### config.mk
export PLATFORM = sky130hd
export DESIGN_NAME = ssr_ram
export DESIGN_NICKNAME = d
export VERILOG_FILES = /design/src/rtl/sample_scope_resampler_unit_macros.svh /design/src/rtl/ssr_ram.sv
export SDC_FILE = /design/constraint.sdc
export NUM_CORES = 2
export LEC_CHECK = 0
export BUFFER_PORTS_ARGS = -buffer_cell sky130_fd_sc_hd__buf_2
export CORE_MARGIN = 2
export CORE_UTILIZATION = 40
export CTS_BUF_LIST = sky130_fd_sc_hd__clkbuf_8 sky130_fd_sc_hd__clkbuf_16
export DETAILED_ROUTE_END_ITERATION = 8
export SLEW_MARGIN = 10
export SYNTH_ARGS = -nofsm -noshare
export SYNTH_HDL_FRONTEND = slang
export SYNTH_SLANG_ARGS = --single-unit
### constraint.sdc
create_clock -name clk -period 3.76 [get_ports clk]
set_input_delay 0.94 -clock clk [delete_from_list [all_inputs] [get_ports clk]]
set_output_delay 0.94 -clock clk [all_outputs]
set_load 0.01 [all_outputs]
### src/rtl/sample_scope_resampler_unit_macros.svh
// ============================================================================
// Sample scope resampler assertion macros
// Clocked, reset-qualified property forms used by the top-level unit.
// ============================================================================
`ifndef SAMPLE_SCOPE_RESAMPLER_UNIT_MACROS_SVH
`define SAMPLE_SCOPE_RESAMPLER_UNIT_MACROS_SVH

// Consequent must hold in the same cycle as the antecedent.
`define SSR_ASSERT_IMPL(label, ante, cons, msg) \
    label: assert property (@(posedge clk) disable iff (!rst_n) (ante) |-> (cons)) \
        else $error(msg);

// Consequent must hold in the cycle after the antecedent.
`define SSR_ASSERT_NEXT(label, ante, cons, msg) \
    label: assert property (@(posedge clk) disable iff (!rst_n) (ante) |=> (cons)) \
        else $error(msg);

`endif

### src/rtl/ssr_ram.sv
// ============================================================================
// Generic single-port-write RAM
// One write port and one read port with a registered, enabled read.
// ============================================================================
`timescale 1ns / 1ps

module ssr_ram #(
    parameter int WIDTH = 16,
    parameter int DEPTH = 256,
    localparam int AW = (DEPTH > 1) ? $clog2(DEPTH) : 1
) (
    input  logic             clk,
    input  logic             we,
    input  logic [AW-1:0]    waddr,
    input  logic [WIDTH-1:0] wdata,
    input  logic             re,
    input  logic [AW-1:0]    raddr,
    output logic [WIDTH-1:0] rdata
);

    logic [WIDTH-1:0] mem_reg [DEPTH];
    logic [WIDTH-1:0] rdata_reg;

    always_ff @(posedge clk)
    begin
        if (we)
        begin
            mem_reg[waddr] <= wdata;
        end
        if (re)
        begin
            rdata_reg <= mem_reg[raddr];
        end
    end

    assign rdata = rdata_reg;

endmodule

Word-level counts from Yosys, hierarchy flattened
Memories as Yosys holds them, arrays and structs flattened. A register that Yosys moved wholly into a read port is not among the register bits.
Index checks and enable logic that the tools add are counted.
Cells by class
  multiplexer cells: 2
Operators by type and width (number)
  $mux 1: 2
Storage, ports and cells
  register bits: 0
  memory bits (writable): 4096
  bits of input ports: 35
  output and inout bits: 16
  logic and storage cells: 3
  memories: 1
Memories
  mem_reg: words 256, width 16, read ports 1, clocked after Yosys merged registers in 1, wr ports 1, line ssr_ram.sv:21  | logic [WIDTH-1:0] mem_reg [DEPTH];

Logic depth before layout (Yosys ltp)
  depth after elaboration: 2
  mapped depth: 12
  gate-level depth less buffers: 6

Least setup slack after synthesis
Ideal clock, no wire load.
  path type: in2reg
  start point: in raddr[0]
  end point: reg rdata_reg[4] (netlist: rdata[4]) (read register of mem_reg) (data pin)
  setup time: 265 ps
  arrival: 2924 ps
  required time: 3495 ps
  path slack: 571 ps
  stages: 8
  path buffers: 3
  cells stage by stage: buf_6 buf_6 buf_2 mux4_2 mux4_2 a22o_1 o32ai_2 nor4_2
RTL lines
  start, declared: line ssr_ram.sv:17  | input logic [AW-1:0] raddr,
  end, declared: line ssr_ram.sv:22  | logic [WIDTH-1:0] rdata_reg;

==> impl_metrics.yaml <==
job:
  cap_violations: 0
synth:
  synth_edf_count: 4112
  synthXorXnorAreaFrac: 0
  yosysSeqAreaShare: 0.777
  syn_inst: 7360
  synthMuxAreaShare: 0.155
  synth_fa_ha_area_frac: 0
  synth_top_family_by_area: "multiplexers"
  ys_async_sr_fraction: 0
  synth.avg_cell_area_um2: 21.6
  syn_nets: 7395
  synthSimpleGateAreaFrac: 0.0157
  synth_compound_area_frac: 0.0353
  synth-seq-cells: 4112
  mappedNetlistArea_um2: 159000
  yosysWarnings: 0
  synth_cell_type_count: 51
  synth_ff_type: "edfxtp_1"
floorplan:
  start_util: 0.402
  core_area_um2: 396000
  fp.dieH_um: 634
  die_x_um: 634
  placementRows: 231
  ios: 51
  die-area_um2: 402000
min_path:
  holdCritPathClass: "in -> reg"
  min_path_cells: 1
  min-delay-start: "wdata[7]"
  hold_path_end: "mem_reg[23][7]$_DFFE_PP_"
clocking:
  clockBufferDepth: 4
  cts_buffers: 401
  cts_tree: "yes"
  clock_latency_ns: 0.94
  post_cts_buffers: 0
  clock_sinks: 4112
  path_clk_slew_ns: 0.06
  htree_levels: 5
  root_buffer: "clkbuf_16"
  cts_resized: 0
  cts-hold-fix-buffers: 0
routing:
  ant_nets: 0
  firstDrtPassIters: 6
  drc: 0
  wl_per_cell_um: 31.2
  num_vias: 80000
  vias_per_cell: 5.79
  finalWirelength_um: 431000
  drtIter0Drc: 10100
sta:
  fin_crit_ns: 3.73
  fmax_ghz: 0.268
  fin_worst_skew_ns: 0.0609
  finalSetupViolCount: 0
  rsz0062_at_grt: "no"
  hold_ws_ns: 0.457
  finalHoldViolCount: 0
  min_period_over_period: 0.993
  relSlewSlack: 0.188
  timing.final.ws_setup_ns: 0.0252
  worst_slew_pin_slew_ns: 1.22
  drv_slew: 0
layout:
  final_core_util: 0.467
  instances_no_fill: 13800
  ff_latch_area_um2: 123000
  multi_input_area_um2: 33100
  area_delta_synth_final_pct: 16.3
  final_net_count: 8279
  fill_cells: 32300
  largest_reg_flops: 4096
  final_area_um2: 185000
  drive_gt1_frac: 0.294
outcome:
  status: "finished clean"
setup_path:
  reg2reg_from: "mem_reg[3][11]$_DFFE_PP_"
  path_max_fanout: 16
  timing.rr.end: "rdata[11]$_DFFE_PP_"
  criticalPathCategory: "in -> reg"
  crit_arrival_ns: 4.44
  crit_path_frequent_cell: "buf_4"
  crit_path_max_incr_delay_ns: 0.85
  cp.required_ns: 4.46
  r2r_slack_ns: 0.37
  crit_slowest_cell: "o32ai_1"
  crit_path_start_kind: "primary input"
  reg2reg_depth: 8
  path_cells: "buf_12, buf_12, buf_4, mux4_2, mux2_2, a22oi_1, nand2_1, o32ai_1, buf_4, nor4_1, buf_4"
  cp-end-kind: "flop"
grt:
  grt_max_degree: 129
  grt_pass1_wl_um: 607000
  overflow: 0
  gr-usage-all-layers: 0.212
  grt_pass1_vias: 80400
  antenna_found_initial: 32
placed_design:
  dp.cells: 13100
  post-place-ws_ns: -0.908
  dpl_cell_area_um2: 172000
  gp_congestion: 0.906
  post-dp-hpwl_um: 267000
  port_buffers: 50
pwr:
  vdd_ir_drop_max_uv: 403
  p_leak_nw: 59.4
  p_per_area_nw_per_um2: 515
[power breakdown]
group	leakage (nW)	internal (mW)	total [mW]	switching (mW)
combinational	15.9	1.96	5.20	3.24
sequential	37.0	50.6	50.6	0.0819
clock	6.56	22.2	39.4	17.2
total	59.4	74.7	95.2	20.5
[stage by stage]
stage	TNS [ns]	power, mW
2_1_floorplan	0	54.1
3_3_place_gp	-7.32	56.7
5_1_grt	0	97.7
3_5_place_dp	-7.56	56.8
6_report	0	95.2
4_1_cts	0	95.8
[cell usage in the layout, fill, tap and decap left out, types with 6 or more instances in the layout]
| cell | count |
|---|---|
| nor2b_1 | 9 |
| mux4_2 | 797 |
| a22o_1 | 32 |
| inv_6 | 9 |
| nand3_2 | 9 |
| clkinv_1 | 91 |
| a2111oi_0 | 6 |
| diode_2 | 17 |
| nor2_1 | 205 |
| a221oi_1 | 28 |
| and3_1 | 11 |
| a22oi_1 | 43 |
| nand3_1 | 26 |
| mux2i_1 | 565 |
| mux2_2 | 88 |
| buf_12 | 134 |
| buf_4 | 751 |
| o31ai_1 | 16 |
| nand2_1 | 38 |
| buf_2 | 29 |
| o21ai_0 | 37 |
| nor3_1 | 89 |
| nor2_2 | 99 |
| clkinv_2 | 84 |
| inv_1 | 64 |
| a31oi_1 | 6 |
| edfxtp_1 | 4112 |
| a21oi_1 | 175 |
| bufinv_16 | 36 |
| o22ai_1 | 148 |
| nand4_1 | 26 |
| nor4_1 | 17 |
| buf_8 | 17 |
| a211oi_1 | 18 |
| o221ai_1 | 252 |
| clkinvlp_4 | 11 |
| clkbuf_16 | 407 |
| clkinv_16 | 7 |
| o32ai_1 | 20 |
[worst max path at each step]
stage / startpoint / endpoint / slack, ns
global route: raddr[0] / rdata[7]$_DFFE_PP_ / 0.05
floorplan: raddr[0] / rdata[4]$_DFFE_PP_ / 0.57
finish: raddr[0] / rdata[11]$_DFFE_PP_ / 0.03
CTS: raddr[0] / rdata[11]$_DFFE_PP_ / 0.09
global placement: raddr[0] / rdata[11]$_DFFE_PP_ / -0.92
detailed placement: raddr[0] / rdata[11]$_DFFE_PP_ / -0.91
[final cells by class]
class                      count  share of cell area
tap                         5242              0.0355
sequential                  4112               0.668
inverter                       4            0.000149
multi-input combinational   2792               0.179
clock buffer                 407              0.0551
clock inverter               316              0.0145
antenna                       17            0.000230
timing repair buffer         933              0.0473
[per-layer routing]
| metal | part of all wire | GRT usage | up-vias |
|---|---|---|---|
| li1 | - | - | 33100 |
| met1 | 0.40 | 0.288 | 43000 |
| met2 | 0.48 | 0.347 | 3297 |
| met3 | 0.076 | 0.0346 | 577 |
| met4 | 0.037 | 0.0738 | 6 |
| met5 | 0.000095 | 0 | - |
[cell families (layout without fill, tap and decap cells)]
| kind of cell | count (synthesis) | count (layout) |
|---|---|---|
| buf+inv | 456 | 1660 |
| simple gates | 556 | 556 |
| flops | 4112 | 4112 |
| other cells | 0 | 17 |
| compound gates | 786 | 786 |
| mux | 1450 | 1450 |
[cell usage after synthesis, types with 35 or more instances]
master	instances	area, um2
o22ai_1	148	926
o21ai_0	37	185
mux4_2	797	17900
edfxtp_1	4112	123000
o221ai_1	252	2210
nand2_1	38	143
mux2_2	88	991
nand3_1	35	175
nor2_1	304	1140
nor3_1	92	460
clkbuf_1	230	863
a21oi_1	175	876
buf_2	76	380
a22oi_1	43	323
buf_6	77	867
mux2i_1	565	5660
[worst max-delay path, delay by kind of cell]
kind	cells	cell delay [ns]
AO/OA/AOI/OAI	2	1.30
AND/OR/NAND/NOR	2	0.28
multiplexers	2	0.79
buffers and inverters	5	1.06
Power figures use the tool's default switching activity.
