[src/rtl/sample_scope_resampler_unit_macros.svh]
// ============================================================================
// Sample scope resampler assertion macros
// Clocked, reset-qualified property forms used by the top-level unit.
// ============================================================================
`ifndef SAMPLE_SCOPE_RESAMPLER_UNIT_MACROS_SVH
`define SAMPLE_SCOPE_RESAMPLER_UNIT_MACROS_SVH

// Consequent must hold in the same cycle as the antecedent.
`define SSR_ASSERT_IMPL(label, ante, cons, msg) \
    label: assert property (@(posedge clk) disable iff (!rst_n) (ante) |-> (cons)) \
        else $error(msg);

// Consequent must hold in the cycle after the antecedent.
`define SSR_ASSERT_NEXT(label, ante, cons, msg) \
    label: assert property (@(posedge clk) disable iff (!rst_n) (ante) |=> (cons)) \
        else $error(msg);

`endif

[src/rtl/ssr_pkg.sv]
// ============================================================================
// Sample scope resampler package
// Sizes, codes, payload types and control bundles shared by the block.
// ============================================================================
`timescale 1ns / 1ps

package ssr_pkg;

    // Storage sizes (sample depth is a power of two: read addresses wrap)
    localparam int CHANNELS     = 64;
    localparam int SAMPLE_DEPTH = 16384;
    localparam int CHAN_AW      = (CHANNELS > 1) ? $clog2(CHANNELS) : 1;
    localparam int SAMPLE_AW    = $clog2(SAMPLE_DEPTH);

    // Field widths
    localparam int ADDR_W   = 14;
    localparam int WORD_W   = 16;
    localparam int CHAN_W   = 6;
    localparam int PERIOD_W = 16;
    localparam int BYTE_W   = 8;
    localparam int LEN_W    = 15;

    // Position arithmetic
    localparam int FRAC_BITS = 5;
    localparam int POS_W     = 23;
    localparam int INT_W     = POS_W - FRAC_BITS;
    localparam int BOUND_W   = LEN_W + FRAC_BITS;
    localparam int STEP_W    = 18;
    localparam int SUM_W     = POS_W + 1;
    localparam int WSUM_W    = SUM_W + 1;

    localparam logic [STEP_W-1:0] STEP_NUMERATOR = STEP_W'(13696 << 4);
    localparam int DIV_CNT_W = $clog2(STEP_W);

    // Queue between front and back end
    localparam int QUEUE_DEPTH = 2;
    localparam int QUEUE_AW    = (QUEUE_DEPTH > 1) ? $clog2(QUEUE_DEPTH) : 1;

    // Register indexes
    localparam int CFG_IDX_W = 3;
    localparam logic [CFG_IDX_W-1:0] CFG_SAMPLE_LENGTH = 3'd0;
    localparam logic [CFG_IDX_W-1:0] CFG_LOOP_START    = 3'd1;
    localparam logic [CFG_IDX_W-1:0] CFG_LOOP_END      = 3'd2;
    localparam logic [CFG_IDX_W-1:0] CFG_LOOP_ENABLED  = 3'd3;
    localparam logic [CFG_IDX_W-1:0] CFG_WIDE_SAMPLES  = 3'd4;
    localparam logic [CFG_IDX_W-1:0] CFG_SAMPLE_READY  = 3'd5;

    typedef struct packed {
        logic                      func;
        logic [ADDR_W-1:0]         mem_address;
        logic signed [WORD_W-1:0]  mem_word;
        logic [CHAN_W-1:0]         channel;
        logic [PERIOD_W-1:0]       period;
        logic                      first_point;
        logic                      retrigger;
    } in_item_t;

    typedef struct packed {
        logic signed [BYTE_W-1:0]  sample_value;
        logic                      ran_out;
    } out_item_t;

    typedef struct packed {
        logic [LEN_W-1:0] sample_length;
        logic [LEN_W-1:0] loop_start;
        logic [LEN_W-1:0] loop_end;
        logic             loop_enabled;
        logic             wide_samples;
        logic             sample_ready;
    } cfg_t;

    typedef enum logic [2:0] {
        OP_WRITE,
        OP_DROP,
        OP_NO_SAMPLE,
        OP_ZERO_PERIOD,
        OP_POINT
    } op_kind_t;

    typedef struct packed {
        op_kind_t             kind;
        logic [ADDR_W-1:0]    mem_address;
        logic [WORD_W-1:0]    mem_word;
        logic [CHAN_W-1:0]    channel;
        logic [PERIOD_W-1:0]  period;
        logic                 first_point;
        logic                 retrigger;
    } q_entry_t;

    typedef struct packed {
        logic busy;
        logic done;
    } div_status_t;

    typedef struct packed {
        logic                 we;
        logic [CHAN_AW-1:0]   waddr;
        logic [POS_W-1:0]     wdata;
        logic                 re;
        logic [CHAN_AW-1:0]   raddr;
    } pos_ram_req_t;

    typedef struct packed {
        logic                 we;
        logic [SAMPLE_AW-1:0] waddr;
        logic [WORD_W-1:0]    wdata;
        logic                 re;
        logic [SAMPLE_AW-1:0] raddr;
    } smp_ram_req_t;

    typedef enum logic [2:0] {
        BK_IDLE,
        BK_POS,
        BK_DIVIDE,
        BK_SUM,
        BK_WRAP,
        BK_JOIN,
        BK_FINAL,
        BK_EMIT
    } back_state_t;

endpackage

[src/rtl/ssr_div.sv]
// ============================================================================
// Sample scope resampler step divider
// Restoring divider: the fixed step numerator over the period, one bit a cycle.
// ============================================================================
`timescale 1ns / 1ps

module ssr_div (
    input  logic                          clk,
    input  logic                          rst_n,
    input  logic                          start,
    input  logic [ssr_pkg::PERIOD_W-1:0]  divisor,
    output logic [ssr_pkg::STEP_W-1:0]    quotient,
    output ssr_pkg::div_status_t          status
);

    logic                            busy_reg;
    logic                            busy_next;
    logic                            done_reg;
    logic                            done_next;
    logic [ssr_pkg::DIV_CNT_W-1:0]   cnt_reg;
    logic [ssr_pkg::DIV_CNT_W-1:0]   cnt_next;
    logic [ssr_pkg::PERIOD_W-1:0]    div_reg;
    logic [ssr_pkg::PERIOD_W-1:0]    rem_reg;
    logic [ssr_pkg::STEP_W-1:0]      quo_reg;
    logic [ssr_pkg::PERIOD_W:0]      trial;
    logic                            fits;

    // Bring down the next numerator bit and try the subtraction
    assign trial = {rem_reg, ssr_pkg::STEP_NUMERATOR[cnt_reg]};
    assign fits  = (trial >= {1'b0, div_reg});

    always_comb
    begin
        busy_next = busy_reg;
        done_next = 1'b0;
        cnt_next  = cnt_reg;
        if (start)
        begin
            busy_next = 1'b1;
            cnt_next  = ssr_pkg::DIV_CNT_W'(ssr_pkg::STEP_W - 1);
        end
        else if (busy_reg)
        begin
            cnt_next = cnt_reg - 1'b1;
            if (cnt_reg == '0)
            begin
                busy_next = 1'b0;
                done_next = 1'b1;
            end
        end
    end

    always_ff @(posedge clk or negedge rst_n)
    begin
        if (!rst_n)
        begin
            busy_reg <= 1'b0;
            done_reg <= 1'b0;
            cnt_reg  <= '0;
        end
        else
        begin
            busy_reg <= busy_next;
            done_reg <= done_next;
            cnt_reg  <= cnt_next;
        end
    end

    always_ff @(posedge clk)
    begin
        if (start)
        begin
            div_reg <= divisor;
            rem_reg <= '0;
            quo_reg <= '0;
        end
        else if (busy_reg)
        begin
            rem_reg <= fits ? ssr_pkg::PERIOD_W'(trial - {1'b0, div_reg})
                            : trial[ssr_pkg::PERIOD_W-1:0];
            quo_reg <= {quo_reg[ssr_pkg::STEP_W-2:0], fits};
        end
    end

    assign quotient    = quo_reg;
    assign status.busy = busy_reg;
    assign status.done = done_reg;

endmodule

[config.mk]
export PLATFORM = sky130hd
export DESIGN_NAME = ssr_div
export DESIGN_NICKNAME = d
export VERILOG_FILES = /design/src/rtl/sample_scope_resampler_unit_macros.svh /design/src/rtl/ssr_pkg.sv /design/src/rtl/ssr_div.sv
export SDC_FILE = /design/constraint.sdc
export NUM_CORES = 1
export LEC_CHECK = 0
export BUFFER_PORTS_ARGS = -buffer_cell sky130_fd_sc_hd__buf_2
export CORE_ASPECT_RATIO = 0.8
export CORE_MARGIN = 2
export CORE_UTILIZATION = 52
export DETAILED_ROUTE_END_ITERATION = 8
export PLACE_DENSITY = 0.77
export SYNTH_ARGS = -nofsm -noshare
export SYNTH_HDL_FRONTEND = slang
export SYNTH_SLANG_ARGS = --single-unit
[constraint.sdc]
create_clock -name clk -period 2.77 [get_ports clk]
set_clock_uncertainty 0.1 [all_clocks]
set_input_delay 0 -clock clk [delete_from_list [all_inputs] [get_ports clk]]
set_output_delay 0 -clock clk [all_outputs]
set_load 0.02 [all_outputs]
Word level (Yosys, flattened, before mapping)
Memory sizes are Yosys's and may differ from the RTL's. Index checks and enable logic that the tools add are counted.

Add/sub/neg operators: 2. Magnitude comparators: 2. Multiplexer cells: 10. Reduce and logical (&&, ||, !) cells: 2.

Operator list (number): 17-bit by 16-bit greater-or-equal comparator with 1-bit output (1); 16-bit 2-to-1 mux (1); 16-bit subtractor (1); 5-bit 2-to-1 mux (2); 1-bit 2-to-1 mux (7); 5-bit by 6-bit < comparator with 1-bit output, second input constant (1); 5-bit zero test (1); 5-bit by 1-bit subtractor with 5-bit output, second input constant (1); 2-bit nonzero test (1).

Register bits after elaboration: 57. Bits in read-only memories: 32. Output and inout port bits: 20. Memories: 1.

Memories: (name not given) (words 32, bits a word 1, read ports 1, clocked after memory_dff 0, wr ports 0, line ssr_div.sv:29) `assign trial = {rem_reg, ssr_pkg::STEP_NUMERATOR[cnt_reg]};`.

Longest topological paths before layout
Depth in word-level cells: 4. Gate-level depth with buffers: 12. Gate-level depth less buffers: 12.

Worst setup path after synthesis
OpenSTA, ideal clock, no wires.

Path kind: register to register. Start point: register cnt_reg[0] (netlist name). End point: register rem_reg[13] (netlist name). Data arrival time: 2.512 ns. Required time: 2.582 ns. Setup slack: 0.070 ns. Cell stages (with the launch flop): 12. Buffers on the path: 0. Clock period less this slack: 2.700 ns. Cells stage by stage: dfrtp_1 > ha_1 > nor2_1 > a21oi_1 > a21oi_1 > ha_1 > nand2b_1 > a21bo_4 > a311oi_4 > a2111oi_4 > or4_1 > a311oi_2.

Longest elaborated chain between the ends: 4. Elaborated cells between the ends (all ways): 5. Those cells by class: 1 x add/sub; 1 x order compare; 2 x mux; 1 x memory.

RTL lines: start: declaration (line ssr_div.sv:20) `logic [ssr_pkg::DIV_CNT_W-1:0] cnt_reg;`; start signal: assignment (line ssr_div.sv:65) `cnt_reg <= cnt_next;`; memory read 32 x 1 bit (*); 1-bit 2-to-1 mux (implied by the code) (*) (line ssr_div.sv:29); 16-bit subtractor or 17-bit by 16-bit greater-or-equal comparator with 1-bit output (tied branches) (line ssr_div.sv:79, ssr_div.sv:30); 16-bit 2-to-1 mux (*) (line ssr_div.sv:79) `rem_reg <= fits ? ssr_pkg::PERIOD_W'(trial - {1'b0, div_reg})`; end signal: assignment (line ssr_div.sv:79); end: declaration (line ssr_div.sv:23) `logic [ssr_pkg::PERIOD_W-1:0] rem_reg;`.

Mark *: on every way between the ends. The rest lies on a longest branch, timed or not. The select of a mux whose other input is x is not followed. A chain may end at the register's enable or synchronous reset.

Final worst setup path
Start point: register cnt_reg[0] (netlist name). End point: register rem_reg[7] (netlist name).

The elaborated chain is that of the path after synthesis.

==> impl_metrics.yaml <==
yosys:
  syn_area_per_cell_sq_um: 9.555
  synth-simple-area-share_pct: 15.60
  yosysMostFrequentCell: "nor2_1"
  yosys-top-cells-count: "41 x nor2_1, 34 x dfxtp_1, 26 x inv_1"
  synth_top_family_by_area: "compound AO/OA/AOI/OAI gates"
  syn_area_sq_mm: 0.003153
  synth.area.mux_share_pct: 7.302
  synth_nets: 369
  synth_area_leader_cell: "dfxtp_1"
  syn_inst: 330
  synth_edf_count: 16
  yosys-top-cells-area: "dfxtp_1 22%, edfxtp_1 15%, ha_1 7.5%"
  synth_top_area_share_pct: 21.59
  synthFlopType: "dfxtp_1"
  synth_xor_area_share_pct: 3.611
  synth_cell_types: 56
  synth-adder-area-share_pct: 8.175
  synth-seq-cells: 57
  yosysSeqAreaShare_pct: 42.38
  synth_compound_area_share_pct: 17.46
  ys.warnings.count: 0
  async_flop_share_pct: 12.28
timing:
  hold_ws_ps: 42.23
  rsz0062_at_grt: "true"
  fin_crit_sh_pct: 98.69
  maxClockFrequency_mhz: 365.8
  worst_pin_slew_ps: 590.5
  setup_viol: 0
  hold_viol: 0
  setup_tns_ps: 0
  max-slew-margin-rel_pct: 60.64
  drv_slew: 0
  period_needed_ps: 2734
floorplanning:
  initial_utilization_pct: 53.62
  ios: 39
  rows: 25
  die-area_sq_mm: 0.006706
  die_w_microns: 91.06
  core_area_sq_mm: 0.005881
  die_y_microns: 73.65
clock_network:
  ctsHtreeMaxLevel: 3
  clock-sinks: 57
  cts.clk_slew.worst_paths_ps: 70
  cts_made_buffers: 9
  clock_latency_ps: 340
  max-clock-path-buffers: 2
  cts_tree: "built"
  cts-root-buf: "clkbuf_8"
worst_setup_path:
  timing.rr.end: "rem_reg[7]"
  rr_worst_depth: 12
  rrSetupSlack_ps: 40
  start_kind: "flip-flop"
  required_ps: 2920
  reg2reg_from: "cnt_reg[0]"
  cp-end-kind: "flip-flop"
  crit_arrival_ps: 2880
  worst-path-max-fanout: 5
  path_class: "flip-flop to flip-flop"
final_layout:
  synthToLayoutAreaGrowth_pct: 22.14
  layout-drive-gt1-share_pct: 20.75
  largest_reg_flops: 18
  antenna_cells: 0
  nets: 434
routing:
  first_pass_iters: 5
  drt_wl_total_microns: 6454
  first_iter_violations: 109
  wl_per_cell_microns: 13.42
  vias: 2596
  drc_errors: 0
  postRouteAntennaNets: 0
  viasPerCell: 5.397
power:
  powerDensity_mw_per_mm2: 918.6
  p_leak_nw: 1.859
  ir_drop_mv: 0.4489
grt:
  grt_overflow_total: 0
  grt_pass1_vias: 2406
  antenna_found_initial: 0
  grt_max_degree: 35
  track_usage_pct: 20.76
  grt_pass1_wl_microns: 10890
min_path:
  hp-start: "start"
  whs_path_depth: 2
  min_to: "quotient[13]"
  min_path_type: "input pin to flip-flop"
place:
  gp_congestion: 0.9055
  place_hpwl_microns: 4611
  portBuffers: 38
flow_run:
  maxCapViolCount: 0
outcome:
  outcome: "complete, no violations"
==> how the worst max path moves through the flow <==
stage / startpoint / endpoint / slack [ps] / cells past startpoint
floorplan: cnt_reg[0] / rem_reg[13] / 70 / 11
detailed placement: cnt_reg[0] / rem_reg[7] / -110 / 12
CTS: cnt_reg[1] / rem_reg[12] / 6 / 12
global route: cnt_reg[0] / rem_reg[13] / -100 / 11
global placement: cnt_reg[0] / rem_reg[12] / 50 / 12
finish: cnt_reg[0] / rem_reg[7] / 40 / 12
==> worst max-delay path: stages (launching register included) <==
cell,delay (ps)
dfrtp_1,360
ha_2,180
nor2_2,40
a21oi_2,110
a21oi_2,80
ha_2,210
nand2b_4,150
a21bo_4,230
a311oi_4,290
a2111oi_4,70
buf_4,180
or3b_1,380
a311oi_2,260
==> routing by layer <==
metal / GRT usage, % / part of all wire (%)
met1: 27.32 / 49
met2: 32.43 / 45
met3: 6.667 / 3.9
met5: 0 / 0
met4: 7.744 / 1.6
==> power breakdown <==
part	switching, W	internal (W)	leakage (nW)	total, W
logic	0.000929	0.000807	1.26	0.00174
registers	0.000136	0.00102	0.515	0.00116
clock network	0.000325	0.000317	0.0861	0.000642
total	0.00139	0.00215	1.86	0.00354
==> cells by family after synthesis <==
kind of cell / after synthesis
simple gates: 102
compound gates: 73
flops: 57
buf+inv: 42
mux: 23
fa+ha+maj: 20
xor+xnor: 13
==> cell type report <==
type                       count  area (sq um)
clock inverter                 6         33.78
fill                         504          2029
tap                           81         101.3
multi-input combinational    231          1678
inverter                      26         97.59
clock buffer                  10         127.6
timing repair buffer          70         475.5
sequential                    57          1338
==> metrics by stage <==
step | setup slack, ps | utilization [%] | power (W) | instance area (sq um) | instances
floorplan | 69.79 | - | 0.002428 | 3153 | 330
global placement | 49.17 | 58.98 | 0.002783 | 3468 | 446
detailed placement | -113.5 | 58.98 | 0.002827 | 3468 | 446
CTS | 5.939 | 65.30 | 0.003539 | 3840 | 481
global route | -101.2 | 65.49 | 0.003819 | 3851 | 481
finish | 36.20 | 65.49 | 0.003538 | 3851 | 481
==> timing repair <==
action | 4_1_cts | 5_1_grt
hold buffers | 18 | 0
endpoints found under the setup margin | 12 | 12
endpoints found under the hold margin | 23 | 0
pin swaps | 2 | 6
buffers inserted | 1 | 0
gates resized for setup | 5 | 4
==> placed cells by master (no fill, tap or decap), types with 4 or more instances in the layout <==
| cell | instances |
|---|---|
| edfxtp_1 | 16 |
| inv_1 | 26 |
| buf_4 | 14 |
| dlygate4sd3_1 | 18 |
| nor4_1 | 4 |
| nand2_1 | 22 |
| xor2_1 | 4 |
| ha_1 | 17 |
| buf_2 | 38 |
| mux2i_1 | 23 |
| a21oi_1 | 17 |
| clkbuf_8 | 9 |
| a211oi_1 | 9 |
| nor2_1 | 40 |
| dfxtp_1 | 34 |
| xnor2_1 | 9 |
| a21o_1 | 4 |
| dfrtp_1 | 6 |
| clkinv_2 | 4 |
| nor3_1 | 6 |
| o21ai_0 | 8 |
| a31oi_1 | 5 |
| nand4_1 | 4 |
Power figures use the tool's default switching activity.
