==> config.mk <==
export PLATFORM = sky130hd
export DESIGN_NAME = ssr_back
export DESIGN_NICKNAME = d
export VERILOG_FILES = /design/src/rtl/sample_scope_resampler_unit_macros.svh /design/src/rtl/ssr_pkg.sv /design/src/rtl/ssr_back.sv
export SDC_FILE = /design/constraint.sdc
export NUM_CORES = 1
export LEC_CHECK = 0
export ABC_CLOCK_PERIOD_IN_PS = 3700
export BUFFER_PORTS_ARGS = -buffer_cell sky130_fd_sc_hd__buf_4
export CAP_MARGIN = 20
export CORE_AREA = 10 10 156 173
export DETAILED_ROUTE_END_ITERATION = 16
export DIE_AREA = 0 0 166 183
export MAX_ROUTING_LAYER = met4
export PLACE_DENSITY = 0.84
export SLEW_MARGIN = 5
export SYNTH_ARGS = -nofsm -noshare
export SYNTH_HDL_FRONTEND = slang
export SYNTH_SLANG_ARGS = --single-unit
==> constraint.sdc <==
create_clock -name clk -period 3.7 [get_ports clk]
set_input_delay 0.74 -clock clk [delete_from_list [all_inputs] [get_ports clk]]
set_output_delay 0.74 -clock clk [all_outputs]
set_load 0.05 [all_outputs]
==> src/rtl/sample_scope_resampler_unit_macros.svh <==
// ============================================================================
// Sample scope resampler assertion macros
// Clocked, reset-qualified property forms used by the top-level unit.
// ============================================================================
`ifndef SAMPLE_SCOPE_RESAMPLER_UNIT_MACROS_SVH
`define SAMPLE_SCOPE_RESAMPLER_UNIT_MACROS_SVH

// Consequent must hold in the same cycle as the antecedent.
`define SSR_ASSERT_IMPL(label, ante, cons, msg) \
    label: assert property (@(posedge clk) disable iff (!rst_n) (ante) |-> (cons)) \
        else $error(msg);

// Consequent must hold in the cycle after the antecedent.
`define SSR_ASSERT_NEXT(label, ante, cons, msg) \
    label: assert property (@(posedge clk) disable iff (!rst_n) (ante) |=> (cons)) \
        else $error(msg);

`endif

==> src/rtl/ssr_pkg.sv <==
// ============================================================================
// Sample scope resampler package
// Sizes, codes, payload types and control bundles shared by the block.
// ============================================================================
`timescale 1ns / 1ps

package ssr_pkg;

    // Storage sizes (sample depth is a power of two: read addresses wrap)
    localparam int CHANNELS     = 64;
    localparam int SAMPLE_DEPTH = 16384;
    localparam int CHAN_AW      = (CHANNELS > 1) ? $clog2(CHANNELS) : 1;
    localparam int SAMPLE_AW    = $clog2(SAMPLE_DEPTH);

    // Field widths
    localparam int ADDR_W   = 14;
    localparam int WORD_W   = 16;
    localparam int CHAN_W   = 6;
    localparam int PERIOD_W = 16;
    localparam int BYTE_W   = 8;
    localparam int LEN_W    = 15;

    // Position arithmetic
    localparam int FRAC_BITS = 5;
    localparam int POS_W     = 23;
    localparam int INT_W     = POS_W - FRAC_BITS;
    localparam int BOUND_W   = LEN_W + FRAC_BITS;
    localparam int STEP_W    = 18;
    localparam int SUM_W     = POS_W + 1;
    localparam int WSUM_W    = SUM_W + 1;

    localparam logic [STEP_W-1:0] STEP_NUMERATOR = STEP_W'(13696 << 4);
    localparam int DIV_CNT_W = $clog2(STEP_W);

    // Queue between front and back end
    localparam int QUEUE_DEPTH = 2;
    localparam int QUEUE_AW    = (QUEUE_DEPTH > 1) ? $clog2(QUEUE_DEPTH) : 1;

    // Register indexes
    localparam int CFG_IDX_W = 3;
    localparam logic [CFG_IDX_W-1:0] CFG_SAMPLE_LENGTH = 3'd0;
    localparam logic [CFG_IDX_W-1:0] CFG_LOOP_START    = 3'd1;
    localparam logic [CFG_IDX_W-1:0] CFG_LOOP_END      = 3'd2;
    localparam logic [CFG_IDX_W-1:0] CFG_LOOP_ENABLED  = 3'd3;
    localparam logic [CFG_IDX_W-1:0] CFG_WIDE_SAMPLES  = 3'd4;
    localparam logic [CFG_IDX_W-1:0] CFG_SAMPLE_READY  = 3'd5;

    typedef struct packed {
        logic                      func;
        logic [ADDR_W-1:0]         mem_address;
        logic signed [WORD_W-1:0]  mem_word;
        logic [CHAN_W-1:0]         channel;
        logic [PERIOD_W-1:0]       period;
        logic                      first_point;
        logic                      retrigger;
    } in_item_t;

    typedef struct packed {
        logic signed [BYTE_W-1:0]  sample_value;
        logic                      ran_out;
    } out_item_t;

    typedef struct packed {
        logic [LEN_W-1:0] sample_length;
        logic [LEN_W-1:0] loop_start;
        logic [LEN_W-1:0] loop_end;
        logic             loop_enabled;
        logic             wide_samples;
        logic             sample_ready;
    } cfg_t;

    typedef enum logic [2:0] {
        OP_WRITE,
        OP_DROP,
        OP_NO_SAMPLE,
        OP_ZERO_PERIOD,
        OP_POINT
    } op_kind_t;

    typedef struct packed {
        op_kind_t             kind;
        logic [ADDR_W-1:0]    mem_address;
        logic [WORD_W-1:0]    mem_word;
        logic [CHAN_W-1:0]    channel;
        logic [PERIOD_W-1:0]  period;
        logic                 first_point;
        logic                 retrigger;
    } q_entry_t;

    typedef struct packed {
        logic busy;
        logic done;
    } div_status_t;

    typedef struct packed {
        logic                 we;
        logic [CHAN_AW-1:0]   waddr;
        logic [POS_W-1:0]     wdata;
        logic                 re;
        logic [CHAN_AW-1:0]   raddr;
    } pos_ram_req_t;

    typedef struct packed {
        logic                 we;
        logic [SAMPLE_AW-1:0] waddr;
        logic [WORD_W-1:0]    wdata;
        logic                 re;
        logic [SAMPLE_AW-1:0] raddr;
    } smp_ram_req_t;

    typedef enum logic [2:0] {
        BK_IDLE,
        BK_POS,
        BK_DIVIDE,
        BK_SUM,
        BK_WRAP,
        BK_JOIN,
        BK_FINAL,
        BK_EMIT
    } back_state_t;

endpackage

==> src/rtl/ssr_back.sv <==
// ============================================================================
// Sample scope resampler back end
// Sequence memory writes and display points; hold the result register.
// ============================================================================
`timescale 1ns / 1ps

module ssr_back (
    input  logic                          clk,
    input  logic                          rst_n,
    input  ssr_pkg::cfg_t                 cfg,
    input  logic                          head_valid,
    input  ssr_pkg::q_entry_t             head,
    output logic                          pop,
    output logic                          div_start,
    output logic [ssr_pkg::PERIOD_W-1:0]  div_divisor,
    input  ssr_pkg::div_status_t          div_status,
    input  logic [ssr_pkg::STEP_W-1:0]    div_quotient,
    output ssr_pkg::pos_ram_req_t         pos_req,
    input  logic [ssr_pkg::POS_W-1:0]     pos_rdata,
    output ssr_pkg::smp_ram_req_t         smp_req,
    input  logic [ssr_pkg::WORD_W-1:0]    smp_rdata,
    output logic                          out_valid,
    input  logic                          out_stall,
    output ssr_pkg::out_item_t            out_item
);

    ssr_pkg::back_state_t              state_reg;
    ssr_pkg::back_state_t              state_next;
    ssr_pkg::q_entry_t                 cur_reg;
    logic                              pv_reg;
    logic [ssr_pkg::POS_W-1:0]         pos0_reg;
    logic [ssr_pkg::SUM_W-1:0]         sum_reg;
    logic [ssr_pkg::SUM_W-1:0]         diff_reg;
    logic [ssr_pkg::WSUM_W-1:0]        wsum_reg;
    logic                              le_lps_reg;
    logic                              ge_lpe_reg;
    logic                              le_end_reg;
    ssr_pkg::out_item_t                res_reg;
    ssr_pkg::out_item_t                res_final;
    logic [ssr_pkg::CHANNELS-1:0]      pos_valid_reg;
    logic [ssr_pkg::CHANNELS-1:0]      pos_valid_next;
    logic                              out_valid_reg;
    logic                              out_valid_next;
    ssr_pkg::out_item_t                out_reg;

    logic [ssr_pkg::BOUND_W-1:0]       lps;
    logic [ssr_pkg::BOUND_W-1:0]       lpe;
    logic [ssr_pkg::BOUND_W-1:0]       lend;
    logic [ssr_pkg::POS_W-1:0]         pos_cur;
    logic                              first_reset;
    logic [ssr_pkg::BYTE_W-1:0]        byte_sel;
    logic [ssr_pkg::POS_W-1:0]         pos_new;
    logic                              out_free;
    logic                              load_out;

    assign lps  = {cfg.loop_start, {ssr_pkg::FRAC_BITS{1'b0}}};
    assign lpe  = {cfg.loop_end, {ssr_pkg::FRAC_BITS{1'b0}}};
    assign lend = {cfg.sample_length, {ssr_pkg::FRAC_BITS{1'b0}}};

    // A channel never written reads as position zero
    assign pos_cur     = pv_reg ? pos_rdata : '0;
    assign first_reset = cur_reg.first_point
                         && (cur_reg.retrigger
                             || (pos_cur[ssr_pkg::POS_W-1:ssr_pkg::FRAC_BITS]
                                 >= ssr_pkg::INT_W'(cfg.sample_length)));

    assign byte_sel = cfg.wide_samples ? smp_rdata[ssr_pkg::WORD_W-1 -: ssr_pkg::BYTE_W]
                                       : smp_rdata[ssr_pkg::BYTE_W-1:0];

    // New position: wrap a looped sample, hold an ended one-shot
    always_comb
    begin
        if (cfg.loop_enabled)
        begin
            if (!le_lps_reg && ge_lpe_reg)
            begin
                if (wsum_reg >= ssr_pkg::WSUM_W'(lpe))
                begin
                    pos_new = ssr_pkg::POS_W'(lps);
                end
                else
                begin
                    pos_new = wsum_reg[ssr_pkg::POS_W-1:0];
                end
            end
            else
            begin
                pos_new = sum_reg[ssr_pkg::POS_W-1:0];
            end
            res_final.sample_value = byte_sel;
            res_final.ran_out      = 1'b0;
        end
        else if (le_end_reg)
        begin
            pos_new                = sum_reg[ssr_pkg::POS_W-1:0];
            res_final.sample_value = byte_sel;
            res_final.ran_out      = 1'b0;
        end
        else
        begin
            pos_new                = pos0_reg;
            res_final.sample_value = '0;
            res_final.ran_out      = 1'b1;
        end
    end

    assign out_free = !out_valid_reg || !out_stall;

    // Next state
    always_comb
    begin
        state_next = state_reg;
        unique case (state_reg)
            ssr_pkg::BK_IDLE:
            begin
                if (head_valid)
                begin
                    case (head.kind) inside
                        ssr_pkg::OP_NO_SAMPLE, ssr_pkg::OP_ZERO_PERIOD:
                            state_next = ssr_pkg::BK_EMIT;
                        ssr_pkg::OP_POINT:
                            state_next = ssr_pkg::BK_POS;
                        default:
                            state_next = ssr_pkg::BK_IDLE;
                    endcase
                end
            end
            ssr_pkg::BK_POS:    state_next = ssr_pkg::BK_DIVIDE;
            ssr_pkg::BK_DIVIDE:
            begin
                if (div_status.done)
                begin
                    state_next = ssr_pkg::BK_SUM;
                end
            end
            ssr_pkg::BK_SUM:    state_next = ssr_pkg::BK_WRAP;
            ssr_pkg::BK_WRAP:   state_next = ssr_pkg::BK_JOIN;
            ssr_pkg::BK_JOIN:   state_next = ssr_pkg::BK_FINAL;
            ssr_pkg::BK_FINAL:  state_next = ssr_pkg::BK_EMIT;
            ssr_pkg::BK_EMIT:
            begin
                if (out_free)
                begin
                    state_next = ssr_pkg::BK_IDLE;
                end
            end
            default:            state_next = ssr_pkg::BK_IDLE;
        endcase
    end

    // Outputs
    always_comb
    begin
        pop           = 1'b0;
        div_start     = 1'b0;
        div_divisor   = head.period;
        pos_req.we    = 1'b0;
        pos_req.waddr = ssr_pkg::CHAN_AW'(cur_reg.channel);
        pos_req.wdata = pos_new;
        pos_req.re    = 1'b0;
        pos_req.raddr = ssr_pkg::CHAN_AW'(head.channel);
        smp_req.we    = 1'b0;
        smp_req.waddr = ssr_pkg::SAMPLE_AW'(head.mem_address);
        smp_req.wdata = head.mem_word;
        smp_req.re    = 1'b0;
        smp_req.raddr = pos0_reg[ssr_pkg::FRAC_BITS +: ssr_pkg::SAMPLE_AW];
        load_out      = 1'b0;
        unique case (state_reg)
            ssr_pkg::BK_IDLE:
            begin
                pop        = head_valid;
                div_start  = head_valid && (head.kind == ssr_pkg::OP_POINT);
                pos_req.re = head_valid && (head.kind == ssr_pkg::OP_POINT);
                smp_req.we = head_valid && (head.kind == ssr_pkg::OP_WRITE);
            end
            ssr_pkg::BK_SUM:   smp_req.re = 1'b1;
            ssr_pkg::BK_FINAL: pos_req.we = 1'b1;
            ssr_pkg::BK_EMIT:  load_out   = out_free;
            default:
            begin
            end
        endcase
    end

    always_comb
    begin
        pos_valid_next = pos_valid_reg;
        if (pos_req.we)
        begin
            pos_valid_next[pos_req.waddr] = 1'b1;
        end
        out_valid_next = load_out || (out_valid_reg && out_stall);
    end

    always_ff @(posedge clk or negedge rst_n)
    begin
        if (!rst_n)
        begin
            state_reg     <= ssr_pkg::BK_IDLE;
            pos_valid_reg <= '0;
            out_valid_reg <= 1'b0;
        end
        else
        begin
            state_reg     <= state_next;
            pos_valid_reg <= pos_valid_next;
            out_valid_reg <= out_valid_next;
        end
    end

    always_ff @(posedge clk)
    begin
        if (pop)
        begin
            cur_reg              <= head;
            pv_reg               <= pos_valid_reg[ssr_pkg::CHAN_AW'(head.channel)];
            res_reg.sample_value <= '0;
            res_reg.ran_out      <= (head.kind == ssr_pkg::OP_NO_SAMPLE);
        end
        if (state_reg == ssr_pkg::BK_POS)
        begin
            pos0_reg <= first_reset ? '0 : pos_cur;
        end
        if (state_reg == ssr_pkg::BK_SUM)
        begin
            sum_reg <= ssr_pkg::SUM_W'(pos0_reg) + ssr_pkg::SUM_W'(div_quotient);
        end
        if (state_reg == ssr_pkg::BK_WRAP)
        begin
            le_lps_reg <= (sum_reg <= ssr_pkg::SUM_W'(lps));
            ge_lpe_reg <= (sum_reg >= ssr_pkg::SUM_W'(lpe));
            le_end_reg <= (sum_reg <= ssr_pkg::SUM_W'(lend));
            diff_reg   <= sum_reg - ssr_pkg::SUM_W'(lpe);
        end
        if (state_reg == ssr_pkg::BK_JOIN)
        begin
            wsum_reg <= ssr_pkg::WSUM_W'(lps) + ssr_pkg::WSUM_W'(diff_reg);
        end
        if (state_reg == ssr_pkg::BK_FINAL)
        begin
            res_reg <= res_final;
        end
        if (load_out)
        begin
            out_reg <= res_reg;
        end
    end

    assign out_valid = out_valid_reg;
    assign out_item  = out_reg;

endmodule

# After elaboration in Yosys (flattened, before gate mapping)
# Index checks and enable logic that the tools add are counted.
[classes]
n_addsub = 3
n_mul = 0
n_div = 0
magnitude_cmp = 8
n_eq_ne = 13
shifts = 0
muxes = 26
bitwise_logic = 2
n_reduce_logical = 18
[op_table]
columns = ["op", "n"]
rows = [
  ["$mux W23", 5],
  ["$or A64 B64 Y64", 1],
  ["$le A24 B20 Y1", 2],
  ["$mux W9", 4],
  ["$add A20 B24 Y25", 1],
  ["$ge A25 B20 Y1", 1],
  ["$add A23 B18 Y24", 1],
  ["$ge A24 B20 Y1", 1],
  ["$pmux W3 S8", 1],
  ["$sub A24 B20 Y24", 1],
  ["$ge A18 B15 Y1", 1],
  ["$eq A3 B3 Y1 const B", 5],
  ["$lt A6 B7 Y1 const B", 2],
  ["$eq A3 B2 Y1 const B", 4],
  ["$mux W3", 4],
  ["$mux W1", 9],
  ["$mux W8", 1],
  ["$bmux W1 S6", 1],
  ["$demux W1 S6", 1],
  ["$ge A6 B1 Y1 const B", 1],
  ["$logic_and A1 B1 Y1", 6],
  ["$logic_not A3 Y1", 2],
  ["$ne A2 B2 Y1 const B", 3],
  ["$reduce_or A2 Y1", 2],
  ["6 further kinds", 10],
]
[totals]
register_bits = 194
latch_bits = 0
ramBits = 0
rom_bits = 0
input_bits = 168
output_inout_bits = 111
elab_cells = 89
memories = 0

# Depth between registers and ports, before layout
# Gate-level depths: netlist of the first run.
[logic_depth]
depth_word = 5
mapped_depth = 12
depth_no_buf = 11

# Worst setup path after synthesis of the first run
# No wires, ideal clock.
[synth_timing]
kind = "input port to output port"
start = "input head_valid"
end = "output pos_req[6] in the netlist's numbering"
arrival_ns = 3.581
t_required_ns = 2.960
setup_slack_ns = -0.621
stages = 4
n_path_buf = 1
path_cell_list = "nand2b_1 nor3_1 and3_1 buf_4"
[synth_via]
elab_chain_len = 2
[synth_rtl]
columns = ["item", "line_no", "rtl"]
rows = [
  ["start: declaration", "ssr_back.sv:11", "input logic head_valid,"],
  ["$logic_and A1 B1 Y1", "n/a", ""],
  ["$mux W1", "n/a", ""],
  ["end: declaration", "ssr_back.sv:18", "output ssr_pkg::pos_ram_req_t pos_req,"],
]
# No other way between the ends.

==> results_dict.tcl, run 1 <==
set metrics [dict create \
    setup_viol 20 \
    critPathLaunchType "flop" \
    synth-adder-area-share_pct 11.16 \
    skew_ns 0.01947 \
    tritoncts "built" \
    cts-root-buf "clkbuf_16" \
    largest_register_ffs 64 \
    tightest_slew_ns 1.076 \
    fillers 1754 \
    leakage_nw 6.741 \
    slew_headroom_pct 28.11 \
    io_buffers 184 \
    cp.arrival_ns 3.23 \
    startpoint "wsum_reg[6]" \
    clk_latency_ns 0.46 \
    coreArea_sq_um 23400 \
    grt_util_all_layers_pct 22.93 \
    max_cap_viol_count 0 \
    rows 59 \
    grt_pass1_wl_mm 54.38 \
    start_util_pct 54.03 \
    synth_fp_nets 1470 \
    synth_xor_area_share_pct 3.187 \
    power_mw 9.469 \
    synth_seq_cells 194 \
    grt.overflow.total 0 \
    io_pins 279 \
    fp.dieH_microns 183 \
    fin_cells 1637 \
    first_pass_iters 5 \
    netlist_instances 1191 \
    ant_nets 0 \
    ir_drop_mv 0.4198 \
    reg2reg_from "sum_reg[5]" \
    finalWorstSetupSlack_ns -0.2704 \
    dieWidth_microns 166 \
    avgSynthCellArea_sq_um 10.62 \
    drt_iter0_markers 718 \
    hold_buffers 0 \
    synth-edff-count 126 \
    synth-simple-area-share_pct 13.64 \
    fin_nets 1597 \
    rsz0062_at_grt "yes" \
    period_needed_ns 3.970 \
    drc_errors 0 \
    critPathMaxFanout 5 \
    die_area_sq_um 30380 \
    hold_path.class "in -> async" \
    utilization_pct 64.92 \
    layout_commonest_cell "buf_4" \
    gp_congestion 0.9469 \
    dr_total_vias 9778 \
    synth_area_sq_um 12640 \
    synth-main-ff-cell "edfxtp_1" \
    violations "setup timing" \
    whs_ns 0.3513 \
    antenna_found_initial 1 \
    dp_hpwl_mm 27.16 \
    avgRoutedWirePerCell_microns 21.41 \
    via_per_inst 5.973 \
    synth_compound_area_share_pct 15.89 \
    grt_pass1_vias 10010 \
    cellPowerDensity_nw_per_um2 623.3 \
    path_clk_slew_ns 0.10 \
    clockBufferDepth 2 \
    cp.required_ns 2.96 \
    numCtsBuffers 17 \
    critPathKind "reg -> out" \
    htree_levels 4 \
    layout_common_cells "buf_4 (189), edfxtp_1 (126), ha_1 (105), nor2_1 (88), dfrtp_1 (68)" \
    ys_seq_area_share_pct 43.38 \
    grt_max_degree 69 \
    postRouteWirelength_mm 35.05 \
    min_period_over_period_pct 107.3 \
    cts_sinks 194 \
    placedCellCount 1598 \
    syn_to_final_growth_pct 20.16 \
    synth_top_family_by_area "compound AO/OA/AOI/OAI gates" \
    synth_cell_types 65 \
    dpl_worst_slack_ns -0.4062 \
    yosys_warnings 0 \
    end_kind "primary output" \
    synthMuxAreaShare_pct 5.463 \
    synth-async-reset-ratio_pct 35.05 \
    max_freq_ghz 0.2519 \
    final_max_slew_viol_count 0 \
    drive_above_1_share_pct 24.34 \
    rr_worst_depth 11 \
    outcome "finished with violations" \
    hold_violations 0 \
]
## path summary, 6_finish.rpt
path | end | slack (ns)
worst max-delay path | pos_req[18] | -0.27
min in group clk | out_item[8] | 0.43
worst max register to register | diff_reg[23] | 0.64
max in group asynchronous | pos_valid_reg[26] | 2.77
worst min register to register | out_item[8] | 0.43
worst min-delay path | pos_valid_reg[14] | 0.35
## area by class of cell
| cell class | instances | area, sq um | area share (%) |
|---|---|---|---|
| Sequential cell | 194 | 5485 | 36.11 |
| Tap cell | 305 | 381.6 | 2.512 |
| Clock inverter | 15 | 244.0 | 1.606 |
| Clock buffer | 17 | 425.4 | 2.800 |
| Antenna cell | 1 | 2.502 | 0.01647 |
| Inverter | 65 | 244.0 | 1.606 |
| Timing Repair Buffer | 213 | 1723 | 11.34 |
| Multi-Input combinational cell | 827 | 6686 | 44.01 |
## where the power goes
group          total [mW]  internal (mW)  switching [mW]  leakage (nW)
Combinational        3.72           1.57            2.15          4.35
Sequential           3.69           3.18           0.503          2.07
Clock                2.07          0.989            1.08         0.324
## timing repair
| item | in CTS | in global routing |
|---|---|---|
| gates resized for setup | 47 | 7 |
| pin swaps | 27 | 8 |
| endpoints found under the setup margin | 20 | 20 |
| cloned | 1 | 0 |
| setup buffers | 4 | 2 |
## cells in the mapped netlist (20+ instances only)
library cell	count	share of area, %
edfxtp_1	126	30
ha_1	108	11
nor2_1	89	2.6
buf_4	74	4.4
dfrtp_1	68	13
inv_1	65	1.9
a21o_1	61	3.6
nor2b_1	57	2.8
nand2_1	53	1.6
a21oi_1	52	2.1
o21ai_0	49	1.9
xnor2_1	32	2.2
o21bai_1	28	1.7
a211oi_1	27	1.6
clkbuf_1	25	0.74
mux2i_1	24	1.9
nand3_1	22	0.87
mux4_2	20	3.6
nor3_1	20	0.79
## metrics by stage
stage	TNS, ns	cell area [sq um]
2_1_floorplan	0	12900
5_1_grt	-5.134	15190
3_3_place_gp	-5.133	14190
4_1_cts	-3.111	15130
6_report	-3.421	15190
3_5_place_dp	-6.749	14190
## metal layers
| metal | up-vias | track usage (%) | wire length [microns] |
|---|---|---|---|
| li1 | 4569 | - | - |
| met1 | 4764 | 27.27 | 14710 |
| met2 | 381 | 38.08 | 17400 |
| met3 | 64 | 4.470 | 1754 |
| met4 | 0 | 8.582 | 1191 |
| met5 | - | - | 0 |
## critical path, stage by stage (launching register included)
cell	delay, ns
edfxtp_1	0.48
ha_4	0.32
nand4_1	0.09
nor3_2	0.22
a221oi_4	0.12
o31a_1	0.33
o211a_4	0.31
buf_12	0.16
mux2i_2	0.17
a221oi_4	0.35
buf_6	0.21
## cell families after synthesis
| family | count (synthesis) |
|---|---|
| AOI/OAI and AO/OA | 295 |
| adders and majority gates | 111 |
| xor gates and xnor gates | 46 |
| buffers and inverters | 170 |
| and+or+nand+nor | 331 |
| muxes | 44 |
| DFF | 194 |
Note: power is estimated with default switching activity, not from simulation.
==> inputs of run 2 (changes only) <==
--- a/config.mk
+++ b/config.mk
@@ -13,6 +13,7 @@
 export DIE_AREA = 0 0 166 183
 export MAX_ROUTING_LAYER = met4
 export PLACE_DENSITY = 0.84
+export RECOVER_POWER = 100
 export SLEW_MARGIN = 5
 export SYNTH_ARGS = -nofsm -noshare
 export SYNTH_HDL_FRONTEND = slang
==> run 2 against run 1 <==
The flow finishes with violations (capacitance limit, slew limit, setup timing). Sequential power is essentially flat. Register-to-register slack worse by 0.32 ns. Clock power hardly changed. Utilization decreased by 1.0 points. Wire length hardly changed. Power shrank 1.0%. Cell count stayed put. Die area did not move. Largest cell class unchanged. Largest power group is now sequential cells.
==> results_dict.tcl, run 2 (synthesis results as in run 1) <==
set metrics [dict create \
    layout_common_cells "buf_4 (127), edfxtp_1 (126), ha_1 (105), nor2_1 (89), dfrtp_1 (68)" \
    cts_sinks 194 \
    setup_viol 20 \
    numCtsBuffers 17 \
    io_buffers 184 \
    hold_buffers 0 \
    end_kind "primary output" \
    hold_violations 0 \
    dp_hpwl_mm 27.16 \
    postRouteWirelength_mm 35.07 \
    clk_latency_ns 0.46 \
    postLayoutCellArea_sq_um 14950 \
    via_per_inst 5.986 \
    drt_iter0_markers 695 \
    min_period_over_period_pct 107.4 \
    fp.dieH_microns 183 \
    htree_levels 4 \
    cp.required_ns 2.96 \
    outcome "finished with violations" \
    finalWorstSetupSlack_ns -0.2729 \
    critPathKind "reg -> out" \
    grt_pass1_wl_mm 54.38 \
    placed_area_sq_um 14190 \
    start_util_pct 54.03 \
    hold_path.class "reg -> reg" \
    utilization_pct 63.90 \
    drc_errors 0 \
    leakage_nw 6.528 \
    ir_drop_mv 0.4183 \
    die_area_sq_um 30380 \
    grt_pass1_vias 10010 \
    max_freq_ghz 0.2517 \
    grt_max_degree 69 \
    path_clk_slew_ns 0.09 \
    ant_nets 0 \
    gp_congestion 0.9469 \
    largest_register_ffs 64 \
    fillers 1809 \
    dieWidth_microns 166 \
    antenna_found_initial 1 \
    grt_util_all_layers_pct 22.93 \
    r2r_setup_slack_ns 0.32 \
    avgRoutedWirePerCell_microns 21.42 \
    cp.arrival_ns 3.23 \
    period_needed_ns 3.973 \
    syn_to_final_growth_pct 18.27 \
    grt.overflow.total 0 \
    drive_above_1_share_pct 19.83 \
    tritoncts "built" \
    fin_nets 1597 \
    layout_commonest_cell "buf_4" \
    dr_total_vias 9799 \
    coreArea_sq_um 23400 \
    clockBufferDepth 2 \
    placedCellCount 1598 \
    rows 59 \
    max_cap_viol_count 3 \
    critPathMaxFanout 5 \
    final_max_slew_viol_count 123 \
    rsz0062_at_grt "yes" \
    slew_headroom_pct -8.190 \
    whs_path_depth 0 \
    fin_cells 1637 \
    first_pass_iters 5 \
    skew_ns 0.01465 \
    tightest_slew_ns 1.623 \
    rr_worst_depth 9 \
    violations "capacitance limit, slew limit, setup timing" \
    finalSetupTns_ns -3.479 \
    cellPowerDensity_nw_per_um2 626.7 \
    critPathLaunchType "flop" \
    io_pins 279 \
    cts-root-buf "clkbuf_16" \
    dpl_worst_slack_ns -0.4062 \
]
## run 2: cell types whose count changed in the layout (fill, tap and decap cells not counted), moves of 2 or more
cell      delta
clkbuf_1    +53
clkbuf_2     +5
clkbuf_4     +4
nor3b_2      -2
o21ai_1      -5
nor3b_1      +2
or2_0        +2
o21ai_0      +5
buf_4       -62
## run 2: where the power goes
| group | internal [mW] | switching [mW] | leakage (nW) |
|---|---|---|---|
| combinational | 1.47 | 2.14 | 4.14 |
| clock | 0.989 | 1.08 | 0.324 |
| sequential | 3.20 | 0.493 | 2.07 |
| total | 5.66 | 3.71 | 6.53 |
## run 2: area by class of cell
type                       count  area [sq um]  area share (%)
tap                          305         381.6           2.552
sequential                   194          5485           36.68
antenna                        1         2.502         0.01673
inverter                      65         244.0           1.632
multi-input combinational    827          6659           44.53
clock inverter                15         244.0           1.632
clock buffer                  17         425.4           2.845
timing repair buffer         213          1511           10.11
## run 2: routing by layer
| metal | vias to the layer above | global-route usage (%) | wire, microns |
|---|---|---|---|
| met5 | - | - | 0 |
| met4 | 0 | 8.582 | 1135 |
| met3 | 62 | 4.470 | 1823 |
| met2 | 362 | 38.08 | 17460 |
| met1 | 4804 | 27.27 | 14650 |
| li1 | 4571 | - | - |
## run 2: timing repair
action | in CTS | in global routing
setup endpoints to repair | 20 | 20
gates resized for setup | 47 | 7
pin swaps | 27 | 8
buffers inserted | 4 | 2
gates cloned | 1 | 0
## run 2: stage by stage
stage,hold WS [ns],total power [mW]
2_1_floorplan,0.4003,6.286
3_3_place_gp,0.4004,7.094
3_5_place_dp,0.4045,7.230
4_1_cts,0.3890,9.419
5_1_grt,0.4289,9.847
6_report,0.4252,9.370
## run 2: path summary, 6_finish.rpt
kind / from / end
worst max-delay path: wsum_reg[6] / pos_req[18]
worst min-delay path: res_reg[8] / out_item[8]
worst max register to register: sum_reg[6] / diff_reg[22]
worst min register to register: res_reg[8] / out_item[8]
max in group asynchronous: rst_n / pos_valid_reg[52]
min in group asynchronous: rst_n / pos_valid_reg[14]
## run 2: worst max-delay path, stage by stage (launching register included)
cell and delay, ns:
edfxtp_1 0.48, ha_4 0.32, nand4_1 0.09, nor3_2 0.22
a221oi_4 0.12, o31a_1 0.33, o211a_4 0.31, buf_12 0.16
mux2i_2 0.17, a221oi_4 0.35, buf_6 0.21
